**config.mk**
```make
export PLATFORM = sky130hd
export DESIGN_NAME = gpts_front
export DESIGN_NICKNAME = d
export VERILOG_FILES = /design/src/design/gpts_pkg.sv /design/src/design/gpts_front.sv
export SDC_FILE = /design/constraint.sdc
export NUM_CORES = 1
export LEC_CHECK = 0
export BUFFER_PORTS_ARGS = -buffer_cell sky130_fd_sc_hd__buf_2
export CAP_MARGIN = 30
export CORE_ASPECT_RATIO = 1.1
export CORE_MARGIN = 8
export CORE_UTILIZATION = 46
export DETAILED_ROUTE_END_ITERATION = 10
export PLACE_DENSITY_LB_ADDON = 0.25
export SYNTH_ARGS = -nofsm -noshare
export SYNTH_HDL_FRONTEND = slang
export SYNTH_SLANG_ARGS = --single-unit
```
**constraint.sdc**
```tcl
create_clock -name vclk -period 4.2
set_clock_uncertainty 0.15 [all_clocks]
set_input_delay 0.42 -clock vclk [all_inputs]
set_output_delay 0.42 -clock vclk [all_outputs]
set_load 0.03 [all_outputs]
```
**src/design/gpts_pkg.sv**
```systemverilog
// ----------------------------------------------------------------------------
// gpts_pkg
// Shared widths, segment codes, register indexes and types for the glottal
// pulse table sample block.
// ----------------------------------------------------------------------------
`default_nettype none

package gpts_pkg;

  localparam int IDX_W      = 8;
  localparam int LEN_W      = 9;
  localparam int PEAK_W     = 23;
  localparam int SEG_W      = 2;
  localparam int FRAC_BITS  = 24;
  localparam int CFG_IDX_W  = 4;
  localparam int CFG_DATA_W = 23;
  localparam int Q_DEPTH    = 2;

  localparam int TABLE_DEPTH_DEF = 256;

  localparam logic [SEG_W-1:0] SEG_CLOSED = 2'd0;
  localparam logic [SEG_W-1:0] SEG_RISE   = 2'd1;
  localparam logic [SEG_W-1:0] SEG_FALL   = 2'd2;
  localparam logic [SEG_W-1:0] SEG_PAST   = 2'd3;

  localparam logic [CFG_IDX_W-1:0] REG_CLOSED_LEN = 4'd0;
  localparam logic [CFG_IDX_W-1:0] REG_RISE_LEN   = 4'd1;
  localparam logic [CFG_IDX_W-1:0] REG_FALL_LEN   = 4'd2;
  localparam logic [CFG_IDX_W-1:0] REG_PEAK_LEVEL = 4'd3;

  localparam logic [LEN_W-1:0]  CLOSED_LEN_RST = 9'd113;
  localparam logic [LEN_W-1:0]  RISE_LEN_RST   = 9'd102;
  localparam logic [LEN_W-1:0]  FALL_LEN_RST   = 9'd41;
  localparam logic [PEAK_W-1:0] PEAK_LEVEL_RST = 23'd8388607;

  typedef struct packed {
    logic [LEN_W-1:0] closed_len;
    logic [LEN_W-1:0] rise_len;
    logic [LEN_W-1:0] fall_len;
  } gpts_len_cfg_t;

  typedef struct packed {
    logic [SEG_W-1:0] seg;
    logic [LEN_W-1:0] off;
    logic [LEN_W-1:0] len;
  } gpts_item_t;

endpackage

`default_nettype wire

```
**src/design/gpts_front.sv**
```systemverilog
// ----------------------------------------------------------------------------
// gpts_front
// Accepts table indexes and sorts each into closed, rise, fall or past end,
// with, for rise and fall, its offset into the part and the part's length.
// ----------------------------------------------------------------------------
`default_nettype none

module gpts_front #(
  parameter int TABLE_DEPTH = gpts_pkg::TABLE_DEPTH_DEF
) (
  input  wire logic                       start,
  input  wire logic [gpts_pkg::IDX_W-1:0] in_table_index,
  input  wire gpts_pkg::gpts_len_cfg_t    len_cfg,
  input  wire logic                       q_full,
  output logic                            push,
  output gpts_pkg::gpts_item_t            item
);
  import gpts_pkg::*;

  logic [LEN_W-1:0] idx_ext;
  logic [LEN_W-1:0] off_rise;
  logic [LEN_W-1:0] off_fall;
  logic             in_range;

  assign push     = start && !q_full;
  assign idx_ext  = {{(LEN_W-IDX_W){1'b0}}, in_table_index};
  assign off_rise = idx_ext - len_cfg.closed_len;
  assign off_fall = off_rise - len_cfg.rise_len;
  assign in_range = 32'(in_table_index) < 32'(TABLE_DEPTH);

  // zero-length parts fall through naturally, since off < 0 never holds
  always_comb begin
    item.off = '0;
    item.len = '0;
    priority if (!in_range) begin
      item.seg = SEG_PAST;
    end else if (idx_ext < len_cfg.closed_len) begin
      item.seg = SEG_CLOSED;
    end else if (off_rise < len_cfg.rise_len) begin
      item.seg = SEG_RISE;
      item.off = off_rise;
      item.len = len_cfg.rise_len;
    end else if (off_fall < len_cfg.fall_len) begin
      item.seg = SEG_FALL;
      item.off = off_fall;
      item.len = len_cfg.fall_len;
    end else begin
      item.seg = SEG_PAST;
    end
  end

endmodule

`default_nettype wire

```
==> flow_summary.toml, run 1 <==
[outcome]
status = "aborted with a tool error"
lastStage = "5_1_grt"
stop_error = "[ERROR DPL-0033] detailed placement checks failed during check placement."

[global_routing]
grt_start_max_net_pins = 16
grt_antenna_before_repair = 1

[synth]
synth_commonest_cells = "inv_1, nor2_1, ha_1, a22oi_1, a21oi_1"
ys_types = 38
yosysMostFrequentCell = "inv_1"
yosysTopAreaCellShare_pct = 24.34
synthesis.nets = 249
yosysSeqAreaShare_pct = 0
postSynthCellCount = 185
synthTopCellsByArea = "ha_1, inv_1, a22oi_1, nor2_1, a21oi_1"
synth_warnings = 0
yosysTopAreaCell = "ha_1"
synth_area_um2 = 1285
avgSynthCellArea_um2 = 6.946

[placement]
hpwl_um = 3578
place_congestion = 0.8438
portBuffers = 58
dp_cells = 311

[die]
die_height_um = 71.43
start_util_pct = 47.55
ioPinCount = 58
rows = 20
die_x_um = 66.40

[timing]
worst-ep-kind = "primary output"
worst_endpoint = "item[1]"
-- what timing repair did --
action                     CTS
hold buffers                 0
buffers inserted            20
pin swaps                   17
gates resized for setup     57
setup endpoints to repair   19
gates cloned                 1
-- stage by stage --
step / hold WS [ps] / setup TNS [ps] / utilization, % / cell area [um^2] / setup slack [ps]
3_5_place_dp: 962.6 / -15490 / 75.74 / 2047 / -872.0
2_1_floorplan: 799.6 / -7855 / - / 1458 / -503.2
4_1_cts: 962.6 / -9907 / 89.72 / 2425 / -567.4
3_3_place_gp: 956.5 / -14200 / 75.74 / 2047 / -791.0
-- logic make-up after synthesis --
| kind of cell | synth area share [%] |
|---|---|
| AOI/OAI and AO/OA | 32.81 |
| and+or+nand+nor | 18.89 |
| buffers and inverters | 13.24 |
| adders and majority gates | 27.46 |
| xor gates and xnor gates | 6.816 |
| muxes | 0.7790 |
==> run 2: changes to the inputs <==
--- a/config.mk
+++ b/config.mk
@@ -7,11 +7,10 @@
 export LEC_CHECK = 0
 export BUFFER_PORTS_ARGS = -buffer_cell sky130_fd_sc_hd__buf_2
 export CAP_MARGIN = 30
-export CORE_ASPECT_RATIO = 1.1
-export CORE_MARGIN = 8
-export CORE_UTILIZATION = 46
+export CORE_AREA = 8 8 69 71
 export DETAILED_ROUTE_END_ITERATION = 10
-export PLACE_DENSITY_LB_ADDON = 0.25
+export DIE_AREA = 0 0 77 79
+export PLACE_DENSITY_LB_ADDON = 0.15
 export SYNTH_ARGS = -nofsm -noshare
 export SYNTH_HDL_FRONTEND = slang
 export SYNTH_SLANG_ARGS = --single-unit
==> constraint.sdc (replaced) <==
create_clock -name vclk -period 5.5
set_clock_uncertainty 0.15 [all_clocks]
set_input_delay 0.55 -clock vclk [all_inputs]
set_output_delay 0.55 -clock vclk [all_outputs]
set_load 0.03 [all_outputs]
==> run 2 against run 1 <==
Against the previous run:
- the run now ends clean
- area after synthesis stayed put
- synthesized cell count stayed put
==> flow_summary.toml, run 2 <==
[die]
core_um2 = 3799
die_height_um = 79
die_x_um = 77
start_util_pct = 33.83
die_area_um2 = 6083
rows = 23
ioPinCount = 58

[power_and_ir_drop]
p_seq_share_pct = 0
leakage_nw = 0.9316
power-per-cell-area_nw_per_um2 = 261.5
switching_share_pct = 55.49
switchingPower_uw = 255.8
internal_power_uw = 205.2
combinationalPowerShare_pct = 100.0
vdd_drop_max_v = 0.0001503
pwr-share-clk_pct = 0

[global_routing]
grt_antenna_before_repair = 0
grt_pass1_vias = 1441
grt_pass1_wl_um = 6513
grt_start_max_net_pins = 22
grt_usage_pct = 12.10
overflow = 0

[finish]
syn_to_final_growth_pct = 37.20
design_area_um2 = 1763
nNetsFinal = 310
layout_commonest_cell = "buf_2"
final_cell_mix = "buf_2, inv_1, nor2_1"
final-seq-area_um2 = 0
seq_cells = 0
diodes = 0
final_layout_size_suffix_gt1_share_pct = 33.61
fillCellCount = 403
clockBufferCount = 0

[timing]
fmax_ghz = 0.1874
period_share_pct = 97.03
slew_headroom_pct = 53.39
worstMarginPinSlew_ps = 699.1
maxSlewViolCount = 0
finalSetupViolCount = 0
fin_tns_setup_ps = 0
hold_viol = 0
period_needed_ps = 5337

[synth]
synth_top_family_by_area = "compound AO/OA/AOI/OAI gates"
synth_area_um2 = 1285
synthesis.nets = 249
synth_warnings = 0
postSynthCellCount = 185
ys_types = 38
yosysMostFrequentCell = "inv_1"
yosysTopAreaCellShare_pct = 24.34
synthTopCellsByArea = "ha_1, inv_1, a22oi_1, nor2_1, a21oi_1"
yosys.area_share.xor_xnor_pct = 6.816
synth_compound_area_share_pct = 32.81
synthAdderAreaFrac_pct = 27.46
yosys.area_share.simple_pct = 18.89
synth_commonest_cells = "inv_1, nor2_1, ha_1, a22oi_1, a21oi_1"
synthMuxAreaShare_pct = 0.7790
avgSynthCellArea_um2 = 6.946
yosysTopAreaCell = "ha_1"
yosysSeqAreaShare_pct = 0

[setup_path]
cp.arrival_ps = 4640
startpoint = "len_cfg[19]"
slowest_delay_ps = 490
worstSetupStartpointType = "input port"
crit_chain = "buf_2 > inv_1 > ha_1 > nor2b_1 > o31a_1 > or4b_1 > nand3_2 > ha_4 > nand3_1 > o2bb2ai_2 > nor3_1 > a21oi_1 > xnor2_1 > inv_1 > ha_4 > and4_4 > a221oi_4 > o21ai_2 > a211oi_4 > buf_4 > a22oi_1 > nor2_1 > buf_2"
cp-end-kind = "output port"
critPathKind = "in -> out"
crit_required_ps = 4800
cp.depth = 23
critPathSlowestCell = "or4b_1"
crit_buf_inv = 5
endpoint = "item[12]"
crit_family = "simple AND/OR/NAND/NOR gates"
cp_max_fo = 5

[route]
drt-pass1-iter-count = 4
wirelength_um = 3956
drcViolationCount = 0
detail-route-antenna-nets = 0
vias = 1445
via_per_inst = 4.915
wl_per_cell_um = 13.46
drt_iter0_drc = 82

[placement]
portBuffers = 58
placed_cell_area_um2 = 1618
place_congestion = 0.8211
hpwl_um = 3142

[clock_tree]
cts-hold-fix-buffers = 0

[outcome]
status = "complete, no violations"

[job]
drv_cap = 0

[worst_hold_path]
hp-class = "in -> out"
## run 2: cell counts after synthesis
No cell type changed its count.
## run 2: cell type report
| cell class | instances | area (um^2) | area share, % |
|---|---|---|---|
| Tap cell | 50 | 62.56 | 3.549 |
| Inverter | 34 | 127.6 | 7.239 |
| Multi-Input combinational cell | 146 | 1215 | 68.91 |
| Timing Repair Buffer | 64 | 357.8 | 20.30 |
## run 2: stage by stage
step	std cells	power (mW)	util, %	worst slack, ps	hold slack [ps]
after floorplan	185	0.2963	-	351.3	1060
after global placement	291	0.3851	42.59	112.4	1218
after detailed placement	291	0.3837	42.59	91.93	1220
after CTS	291	0.3859	42.59	76.24	1221
after global routing	294	0.5105	46.41	-34.69	1227
final	294	0.4611	46.41	163.3	1218
## run 2: what timing repair did
action / 4_1_cts / 5_1_grt
setup endpoints to repair: 0 / 19
resized for setup: 0 / 27
buffers inserted: 0 / 2
## run 2: power by group through the flow
stage                     sequential [mW]  clock, mW  combinational [mW]
after floorplan                         0          0               0.296
after global placement                  0          0               0.385
after detailed placement                0          0               0.384
after CTS                               0          0               0.386
after global routing                    0          0               0.511
final                                   0          0               0.461
## run 2: metal layers
layer,GRT usage (%),vias to the layer above,share of wire (%),routed length (um)
li1,-,765,-,-
met1,16.56,640,49,1920
met2,21.07,38,47,1849
met3,1.354,2,4.5,179
met4,0,0,0.15,6
met5,0,-,0,0
## run 2: worst min path at each step
stage / endpoint / depth (start not counted) / slack (ps) / start
detailed placement: push / 3 / 1220 / q_full
CTS: push / 3 / 1220 / q_full
floorplan: push / 1 / 1060 / q_full
finish: push / 3 / 1220 / q_full
global placement: push / 3 / 1220 / q_full
global route: push / 3 / 1230 / q_full
## run 2: kinds of logic after synthesis
family	Yosys count
muxes	1
AOI/OAI and AO/OA	59
buffers and inverters	39
and+or+nand+nor	49
xor gates and xnor gates	10
adders and majority gates	27
No activity file was read; power rests on OpenSTA's default activity.
