[src/design/gpts_pkg.sv]
// ----------------------------------------------------------------------------
// gpts_pkg
// Shared widths, segment codes, register indexes and types for the glottal
// pulse table sample block.
// ----------------------------------------------------------------------------
`default_nettype none

package gpts_pkg;

  localparam int IDX_W      = 8;
  localparam int LEN_W      = 9;
  localparam int PEAK_W     = 23;
  localparam int SEG_W      = 2;
  localparam int FRAC_BITS  = 24;
  localparam int CFG_IDX_W  = 4;
  localparam int CFG_DATA_W = 23;
  localparam int Q_DEPTH    = 2;

  localparam int TABLE_DEPTH_DEF = 256;

  localparam logic [SEG_W-1:0] SEG_CLOSED = 2'd0;
  localparam logic [SEG_W-1:0] SEG_RISE   = 2'd1;
  localparam logic [SEG_W-1:0] SEG_FALL   = 2'd2;
  localparam logic [SEG_W-1:0] SEG_PAST   = 2'd3;

  localparam logic [CFG_IDX_W-1:0] REG_CLOSED_LEN = 4'd0;
  localparam logic [CFG_IDX_W-1:0] REG_RISE_LEN   = 4'd1;
  localparam logic [CFG_IDX_W-1:0] REG_FALL_LEN   = 4'd2;
  localparam logic [CFG_IDX_W-1:0] REG_PEAK_LEVEL = 4'd3;

  localparam logic [LEN_W-1:0]  CLOSED_LEN_RST = 9'd113;
  localparam logic [LEN_W-1:0]  RISE_LEN_RST   = 9'd102;
  localparam logic [LEN_W-1:0]  FALL_LEN_RST   = 9'd41;
  localparam logic [PEAK_W-1:0] PEAK_LEVEL_RST = 23'd8388607;

  typedef struct packed {
    logic [LEN_W-1:0] closed_len;
    logic [LEN_W-1:0] rise_len;
    logic [LEN_W-1:0] fall_len;
  } gpts_len_cfg_t;

  typedef struct packed {
    logic [SEG_W-1:0] seg;
    logic [LEN_W-1:0] off;
    logic [LEN_W-1:0] len;
  } gpts_item_t;

endpackage

`default_nettype wire

[src/design/gpts_queue.sv]
// ----------------------------------------------------------------------------
// gpts_queue
// Short first-in first-out queue of classified items between the front and
// the back.
// ----------------------------------------------------------------------------
`default_nettype none

module gpts_queue (
  input  wire logic                 clk,
  input  wire logic                 rst_n,
  input  wire logic                 push,
  input  wire gpts_pkg::gpts_item_t push_item,
  input  wire logic                 pop,
  output gpts_pkg::gpts_item_t      head_item,
  output logic                      not_empty,
  output logic                      full
);
  import gpts_pkg::*;

  localparam int PTR_W = (Q_DEPTH > 1) ? $clog2(Q_DEPTH) : 1;
  localparam int CNT_W = $clog2(Q_DEPTH + 1);

  gpts_item_t       mem_r [Q_DEPTH];
  logic [PTR_W-1:0] wr_ptr_r, wr_ptr_nxt;
  logic [PTR_W-1:0] rd_ptr_r, rd_ptr_nxt;
  logic [CNT_W-1:0] count_r, count_nxt;
  logic             do_pop;

  assign not_empty = (count_r != '0);
  assign full      = (count_r == CNT_W'(Q_DEPTH));
  assign do_pop    = pop && not_empty;
  assign head_item = mem_r[rd_ptr_r];

  always_comb begin
    wr_ptr_nxt = wr_ptr_r;
    rd_ptr_nxt = rd_ptr_r;
    count_nxt  = count_r;
    if (push) begin
      wr_ptr_nxt = (wr_ptr_r == PTR_W'(Q_DEPTH-1)) ? '0 : wr_ptr_r + PTR_W'(1);
    end
    if (do_pop) begin
      rd_ptr_nxt = (rd_ptr_r == PTR_W'(Q_DEPTH-1)) ? '0 : rd_ptr_r + PTR_W'(1);
    end
    if (push && !do_pop) begin
      count_nxt = count_r + CNT_W'(1);
    end else if (!push && do_pop) begin
      count_nxt = count_r - CNT_W'(1);
    end
  end

  always_ff @(posedge clk) begin
    if (!rst_n) begin
      wr_ptr_r <= '0;
      rd_ptr_r <= '0;
      count_r  <= '0;
    end else begin
      wr_ptr_r <= wr_ptr_nxt;
      rd_ptr_r <= rd_ptr_nxt;
      count_r  <= count_nxt;
    end
  end

  always_ff @(posedge clk) begin
    if (push) begin
      mem_r[wr_ptr_r] <= push_item;
    end
  end

endmodule

`default_nettype wire

[config.mk]
export PLATFORM = sky130hd
export DESIGN_NAME = gpts_queue
export DESIGN_NICKNAME = d
export VERILOG_FILES = /design/src/design/gpts_pkg.sv /design/src/design/gpts_queue.sv
export SDC_FILE = /design/constraint.sdc
export NUM_CORES = 1
export LEC_CHECK = 0
export BUFFER_PORTS_ARGS = -buffer_cell sky130_fd_sc_hd__buf_2
export CAP_MARGIN = 0
export CORE_MARGIN = 2
export CORE_UTILIZATION = 35
export DETAILED_ROUTE_END_ITERATION = 8
export SLEW_MARGIN = 25
export SYNTH_ARGS = -nofsm -noshare
export SYNTH_HDL_FRONTEND = slang
export SYNTH_SLANG_ARGS = --single-unit
[constraint.sdc]
create_clock -name clk -period 2.2 [get_ports clk]
set_input_delay 0.44 -clock clk [delete_from_list [all_inputs] [get_ports clk]]
set_output_delay 0.44 -clock clk [all_outputs]
set_load 0.02 [all_outputs]
==> results of run 1 <==
[state kept, by name, indices dropped and copies added, names as in the netlist, named ones only]
register / count
count_r: 2
mem_r: 40
rd_ptr_r: 1
wr_ptr_r: 1
[logic make-up after synthesis]
| family | count (synthesis) | synth area share [%] |
|---|---|---|
| fa+ha+maj | 1 | 0.755 |
| flops | 45 | 78.5 |
| mux | 20 | 13.6 |
| compound gates | 4 | 1.51 |
| xor+xnor | 3 | 1.59 |
| buf+inv | 2 | 0.604 |
| simple gates | 9 | 3.40 |
[through the flow]
| step | util [%] | std cells | hold WS (ps) | worst slack [ps] | area, um2 |
|---|---|---|---|---|---|
| floorplan | - | 84 | 474 | 394 | 1660 |
| CTS | 44.9 | 193 | 332 | 341 | 2080 |
| global placement | 42.6 | 185 | 490 | 663 | 1970 |
| finish | 44.9 | 193 | 340 | 366 | 2080 |
| global route | 44.9 | 193 | 325 | 295 | 2080 |
| detailed placement | 42.6 | 185 | 545 | 653 | 1970 |
[cell usage after synthesis]
library cell / instances
sky130_fd_sc_hd__or2_2: 1
sky130_fd_sc_hd__o21ai_1: 1
sky130_fd_sc_hd__a21boi_1: 1
sky130_fd_sc_hd__o21a_1: 1
sky130_fd_sc_hd__dfxtp_1: 5
sky130_fd_sc_hd__or3_1: 1
sky130_fd_sc_hd__edfxtp_1: 40
sky130_fd_sc_hd__mux2_2: 20
sky130_fd_sc_hd__buf_2: 2
sky130_fd_sc_hd__xnor2_1: 2
sky130_fd_sc_hd__ha_1: 1
sky130_fd_sc_hd__and2_1: 4
sky130_fd_sc_hd__xor2_1: 1
sky130_fd_sc_hd__nor2b_1: 3
sky130_fd_sc_hd__o21ai_0: 1
[path summary, 6_finish.rpt]
| check | endpoint | slack, ps | cells past startpoint |
|---|---|---|---|
| setup reg to reg | count_r[1] | 770 | 4 |
| hold / removal | mem_r[0][0] | 340 | 1 |
| hold reg to reg | count_r[1] | 550 | 2 |
| setup / recovery | head_item[18] | 370 | 3 |
[area by class of cell]
type,instances,area [um2]
fill,415,2550
sequential,45,1300
multi-input combinational,37,348
timing repair buffer,49,255
clock buffer,6,72.6
tap,54,67.6
clock inverter,2,33.8
[metal layers]
layer  vias up  part of all wire, %
li1        425                    -
met1       429                   40
met2        28                   54
met3         4                  5.8
met4         0                 0.94
met5         -                    0
[report_power, final]
| group | total, mW | internal [mW] | switching [mW] | leakage [nW] |
|---|---|---|---|---|
| sequential | 1.05 | 1.01 | 0.0383 | 0.417 |
| combinational | 0.641 | 0.292 | 0.350 | 0.322 |
| clock | 0.576 | 0.335 | 0.241 | 0.0528 |
[worst max-delay path: stages (launching register included)]
cell and delay [ps]:
sky130_fd_sc_hd__dfxtp_1 310, sky130_fd_sc_hd__buf_4 270, sky130_fd_sc_hd__mux2_2 380, sky130_fd_sc_hd__buf_2 160
==> implementation parameters, run 1 <==
Parameter                              Value

Placed design
  Input/output buffers ... 45
  Detailed placer's ending HPWL ... 1.87 mm
  Final GP Congestion ... 0.651

Routing
  Number of nets still failing antenna checks after routing ... 0
  Drc violations ... 0
  Number of detailed-route iterations in the first pass ... 2
  Ratio of routed vias to standard cells ... about 4.6
  Number of DRC violations after detailed-routing iteration 0 ... 43
  Final Routed Wirelength ... 2.65 mm
  Via total after detailed routing ... 886
  Average wire per standard cell ... 13.7 um

Setup path
  Critical path launch point type ... flop
  Critical Path AT ... around 1400 ps
  Maximum fanout along the worst path ... 20
  Critical path type ... flop to output port
  Crit end category ... output port
  R2R Path Start ... count_r[0]
  Data required time of the critical path ... approximately 1800 ps

Yosys
  Sequential fraction of the synthesis area ... 78.5%
  Synthesized netlist cell count ... 84
  Synthesis-stage register bit count ... 45
  Syn Nets ... 109
  Post-synthesis cell type with the largest combined area ... sky130_fd_sc_hd__edfxtp_1
  Cell Area, Synth ... 1660 um2
  Unique masters post-synth ... 15
  Synth warnings ... 0
  Share of Yosys cell area claimed by the top area cell type ... 72.5%
  Top post-synthesis cells by area ... sky130_fd_sc_hd__edfxtp_1 73%, sky130_fd_sc_hd__mux2_2 14%, sky130_fd_sc_hd__dfxtp_1 6.0%, sky130_fd_sc_hd__and2_1 1.5%, sky130_fd_sc_hd__nor2b_1 1.1%
  Synthesized area per cell ... 19.7 um2

GRT
  Largest net degree at the start of global routing ... 22
  Busiest layer in global routing ... met2
  Grt ovf ... 0
  Total routing usage reported by global routing ... 10.2%
  Number of antenna violations at the first check in global routing ... 0
  Met2 track demand over resource in global routing ... 18.3%
  Global routing met3 resource utilization ... under 10%
  Vias in the first global route ... between 800 and 900
  Wire length of the first global-routing pass ... 3.94 mm
  Global routing usage on met1 ... 10.9%

Clock network
  Cts bufs inserted ... 5
  Clock latency on the worst-skew pair ... 290 ps
  Hold Buf Count CTS ... 0
  Number of sinks on the clock net ... 45
  Post-CTS clock slew at the launch and capture registers of the worst setup and hold paths ... about 80 ps
  Post-CTS sizing ... 0
  Number of post-CTS setup repair buffers ... 0
  Maximum root-to-sink buffer count ... 2
  TritonCTS clock tree ... yes
  CTS HTree Levels ... 2
  Clock Tree Root ... sky130_fd_sc_hd__clkbuf_8

Timing
  Slew at the pin closest to its max-slew limit ... 291 ps
  Share of the cycle needed by the critical path after routing ... 83.4%
  RSZ-0062 raised after global routing ... false
  Number of endpoints with negative hold slack in the final report ... 0
  Rel. slew slack ... 80.6%
  Achievable clock frequency ... 0.545 GHz
  Post-route minimum period ... 1830 ps
  Total negative setup slack ... 0 ps
  Setup skew after layout ... 10.2 ps
  Final setup vio count ... 0
  Final number of max-transition violations ... 0

Power and ir drop
  Total Power Consumption ... 2.26 mW
  IR Drop Worst-Case VDD ... between 0.5 and 0.6 mV
  Leak Pwr ... 0.792 nW
  Cell Pwr Density ... ~1100 nW/um2

Min path
  Hold crit path type ... input port to flop
  Startpoint of the worst hold path ... push_item[0]

Final layout
  Final #Nets ... 163
  Synthesis-to-layout area growth ... 25.5%
  Highest-count cells in the layout ignoring fill and taps ... 45 x sky130_fd_sc_hd__buf_2, 40 x sky130_fd_sc_hd__edfxtp_1, 20 x sky130_fd_sc_hd__mux2_2
  Leading cell type in the layout, fill and taps excluded ... sky130_fd_sc_hd__buf_2
  Share of cells above drive strength 1 ... 55.4%
  Antenna fix cells ... 0

Die
  Number of top-level design ports ... 46
  Core region area ... ~4600 um2
  Number of rows created at floorplan ... 25
  Total Die Area ... 5300 um2
  Chip Height ... around 73 um
  Initial cell density of the core ... 35.8%
  X dimension of the die ... 72.8 um

Outcome
  Result of the run ... complete, no violations

Run
  Number of violations of the max-capacitance limit ... 0
(Power assumes the default switching activity.)
==> run 2: changes to the inputs <==
Settings changed: ABC_AREA set to 1.
Clock period 2.2 ns to 1.6 ns, I/O delays scaled along.
==> run 2 against run 1 <==
Against the previous run: first-iteration DRC count rose by 56%; clock power rose by 12%; combinational power fell by 6.6%; routed wire length rose by 9.8%; the flow now finishes with violations (setup timing); cell count rose by 14%; critical endpoint is now head_item[10]; sequential power rose by 32%.
==> implementation parameters, run 2 <==
Parameter                              Value

Setup path
  Data required time of the critical path ... 1280 ps (-480 ps)
  R2R Path Start ... count_r[1]
  Reg-to-Reg End ... count_r[1]
  Sequence of cells on the critical path ... clkbuf_16, mux2_4, buf_2
  Slack of the worst reg-to-reg path ... 250 ps (-520 ps)
  Reg2Reg Depth ... 8 (+4)
  Standard cell with the maximum stage delay on the critical path ... sky130_fd_sc_hd__dfxtp_4
  Maximum fanout along the worst path ... 10 (-50%)
  Largest stage delay on the critical path ... 370 ps (about the same)
  Critical Path AT ... 1290 ps (-100 ps)
  Critical path launch point type ... flop
  Critical path type ... flop to output port
  Crit end category ... output port

Clock network
  TritonCTS clock tree ... yes
  Number of post-CTS setup repair buffers ... 0 (unchanged)
  Number of sinks on the clock net ... 45 (unchanged)
  Post-CTS clock slew at the launch and capture registers of the worst setup and hold paths ... 80 ps (about the same)
  Maximum root-to-sink buffer count ... 2 (unchanged)
  CTS HTree Levels ... 2 (unchanged)
  Cts bufs inserted ... 5 (unchanged)
  Clock Tree Root ... sky130_fd_sc_hd__clkbuf_8
  Hold Buf Count CTS ... 0 (unchanged)
  Clock latency on the worst-skew pair ... 290 ps (about the same)

Yosys
  Top cells by instance count after synthesis ... 40 x sky130_fd_sc_hd__edfxtp_1, 20 x sky130_fd_sc_hd__mux2_4, 8 x sky130_fd_sc_hd__nand2_1, 8 x sky130_fd_sc_hd__nor2_1, 7 x sky130_fd_sc_hd__inv_1
  Primary FF master, synth ... sky130_fd_sc_hd__edfxtp_1
  Synthesized area per cell ... 18.0 um2 (-8.8%)
  Top post-synthesis cells by area ... sky130_fd_sc_hd__edfxtp_1 68%, sky130_fd_sc_hd__mux2_4 17%, sky130_fd_sc_hd__dfxtp_1 5.7%, sky130_fd_sc_hd__nand2_1 1.7%, sky130_fd_sc_hd__nor2_1 1.7%
  Number of enable-type register cells in the synthesized netlist ... 40 (unchanged)
  Most frequently used cell type in the post-synthesis netlist ... sky130_fd_sc_hd__edfxtp_1
  Cell Area, Synth ... 1760 um2 (+6.3%)
  Synthesized netlist cell count ... 98 (+17%)
  Unique masters post-synth ... 15 (unchanged)
  Share of Yosys cell area claimed by the top area cell type ... 68.2% (-4.3 points)
  Synth warnings ... 0 (unchanged)
  Post-synthesis cell type with the largest combined area ... sky130_fd_sc_hd__edfxtp_1
  Synthesis-stage register bit count ... 45 (unchanged)
  Syn Nets ... 123 (+13%)
  Proportion of register bits with asynchronous set or reset after synthesis ... 0% (unchanged)
  Sequential fraction of the synthesis area ... 73.9% (-4.7 points)

GRT
  Wire length of the first global-routing pass ... 4.22 mm (+7.2%)
  Grt ovf ... 0 (unchanged)
  Busiest layer in global routing ... met2
  Number of antenna violations at the first check in global routing ... 0 (unchanged)
  Global routing met3 resource utilization ... 3.88% (-0.12 points)
  Global routing usage on met1 ... 11.2% (+0.24 points)
  Met2 track demand over resource in global routing ... 18.9% (+0.63 points)
  Vias in the first global route ... 936 (+5.5%)
  Largest net degree at the start of global routing ... 21 (-4.5%)
  Total routing usage reported by global routing ... 10.7% (+0.46 points)

Outcome
  Failing checks ... setup timing
  Result of the run ... complete, but fails checks

Final layout
  Total of fill cells in the finished design ... 422 (+1.7%)
  Top register by number of flip-flops ... mem_r
  Synthesis-to-layout area growth ... 31.1%
  Leading cell type in the layout, fill and taps excluded ... sky130_fd_sc_hd__edfxtp_1
  Share of cells above drive strength 1 ... 52.3% (-3.1 points)
  Final core occ ... 48.3% (+3.4 points)
  Antenna fix cells ... 0 (unchanged)
  Fin cells ... 220 (+14%)
  Largest register FFs ... 40 (unchanged)
  Largest registers ... mem_r: 40 flops, count_r: 2 flops
  Final #Nets ... 177 (+8.6%)
  Highest-count cells in the layout ignoring fill and taps ... 40 x sky130_fd_sc_hd__edfxtp_1, 31 x sky130_fd_sc_hd__buf_2, 20 x sky130_fd_sc_hd__mux2_4

Placed design
  Worst slack, placed ... 242 ps (-411 ps)
  Input/output buffers ... 45 (unchanged)
  Final GP Congestion ... 0.633 (-2.9%)
  Placed insts ... 211 (+14%)
  Detailed placer's ending HPWL ... 2.00 mm (+6.8%)

Min path
  Worst Hold Depth ... 1 (unchanged)
  WHS Endpoint ... mem_r[1][5]
  Hold crit path type ... input port to flop
  Startpoint of the worst hold path ... push_item[5]

Timing
  Final setup vio count ... 5 (+5)
  Number of endpoints with negative hold slack in the final report ... 0 (unchanged)
  Final number of max-transition violations ... 0 (unchanged)
  Achievable clock frequency ... 0.623 GHz
  Worst hold slack after final layout ... 211 ps (-129 ps)
  RSZ-0062 raised after global routing ... true
  Share of the cycle needed by the critical path after routing ... 100%
  Slew at the pin closest to its max-slew limit ... 189 ps (-102 ps)
  Total negative setup slack ... -21.8 ps (-21.8 ps)
  Post-route minimum period ... 1610 ps
  Setup skew after layout ... 7.75 ps (-2.49 ps)
  Rel. slew slack ... 87.3% (+6.6 points)
  Final setup margin ... -5.06 ps (-371 ps)

Routing
  Number of detailed-route iterations in the first pass ... 4 (+2)
  Drc violations ... 0 (unchanged)
  Average wire per standard cell ... 13.2 um (-3.7%)
  Number of DRC violations after detailed-routing iteration 0 ... 67 (+56%)
  Final Routed Wirelength ... 2.91 mm (+9.8%)
  Number of nets still failing antenna checks after routing ... 0 (unchanged)
  Ratio of routed vias to standard cells ... 4.37 (-4.8%)
  Via total after detailed routing ... 961 (+8.5%)

Die
  Initial cell density of the core ... 36.8% (+1.0 points)
  Number of top-level design ports ... 46 (unchanged)
  Total Die Area ... 5620 um2 (+6.0%)
  Number of rows created at floorplan ... 25 (unchanged)
  X dimension of the die ... 74.9 um (+3.0%)
  Chip Height ... 74.9 um (+3.0%)
  Core region area ... 4790 um2 (+3.4%)

Run
  Number of violations of the max-capacitance limit ... 0 (unchanged)

Power and ir drop
  Switching Fraction ... 25.3% (-2.5 points)
  Logic pwr share ... 22.7% (-5.6 points)
  Cell Pwr Density ... 1140 nW/um2 (+4.8%)
  Switching pwr ... 0.667 mW (+6.0%)
  Clock Power Share ... 24.4% (-1.0 points)
  Reg power frac ... 52.8% (+6.6 points)
  Leak Pwr ... 0.946 nW (+20%)
  Internal cell power ... 1.97 mW (+21%)
  IR Drop Worst-Case VDD ... 0.406 mV (-25%)
-- run 2: changes by cell type after synthesis, moves of 2 or more --
cell,previous run,this run
sky130_fd_sc_hd__buf_6,0,2
sky130_fd_sc_hd__nor2_1,0,8
sky130_fd_sc_hd__xnor2_1,2,0
sky130_fd_sc_hd__mux2_4,0,20
sky130_fd_sc_hd__mux2_2,20,0
sky130_fd_sc_hd__inv_1,0,7
sky130_fd_sc_hd__buf_2,2,0
sky130_fd_sc_hd__and2_1,4,0
sky130_fd_sc_hd__nor2b_1,3,0
sky130_fd_sc_hd__nand2_1,0,8
-- run 2: final cells by class --
| type | count | area [um2] | area share, % |
|---|---|---|---|
| Clock inverter | 2 | 10.0 | 0.433 |
| Timing Repair Buffer | 49 | 398 | 17.2 |
| Clock buffer | 6 | 72.6 | 3.14 |
| Inverter | 8 | 30.0 | 1.30 |
| Tap cell | 67 | 83.8 | 3.63 |
| Sequential cell | 45 | 1310 | 56.5 |
| Multi-Input combinational cell | 43 | 410 | 17.8 |
-- run 2: metrics by stage --
step | instance area, um2 | total power, mW
final | 2310 | 2.64
after global routing | 2310 | 2.76
after CTS | 2210 | 2.60
after detailed placement | 2110 | 1.94
after global placement | 2110 | 1.91
after floorplan | 1760 | 1.77
-- run 2: worst max path at each step --
stage	from	endpoint	slack, ps	cells after the start
after floorplan	push	mem_r[0][0]	330	2
after global placement	flop	head_item[17]	260	3
after detailed placement	pop	count_r[1]	240	9
after CTS	flop	head_item[17]	-30	3
after global routing	flop	head_item[5]	-50	3
final	flop	head_item[10]	-5	3
-- run 2: repair_timing --
item	4_1_cts	5_1_grt
setup endpoints to repair	20	20
cloned	0	1
resized for setup	7	23
pin swaps	0	0
-- run 2: metal layers --
layer / part of all wire (%) / up-vias
li1: - / 462
met4: 2.1 / 0
met1: 37 / 466
met5: 0 / -
met2: 55 / 27
met3: 5.7 / 6
-- run 2: cells by family after synthesis --
| logic type | synth area share (%) |
|---|---|
| simple gates | 4.40 |
| mux | 17.0 |
| buf+inv | 2.98 |
| flops | 73.9 |
| compound gates | 0.994 |
| fa+ha+maj | 0.710 |
-- run 2: power by group through the flow --
stage | registers (mW) | logic [mW] | clock network [mW]
after floorplan | 1.41 | 0.363 | 0
after global placement | 1.41 | 0.501 | 0
after detailed placement | 1.41 | 0.521 | 0
after CTS | 1.39 | 0.536 | 0.678
after global routing | 1.40 | 0.642 | 0.715
final | 1.39 | 0.599 | 0.644
-- run 2: worst max-delay path, delay by kind of cell, from the launching register on --
kind | cells | cell delay [ps]
flip-flops | 1 | 370
buffers and inverters | 2 | 340
multiplexers | 1 | 300
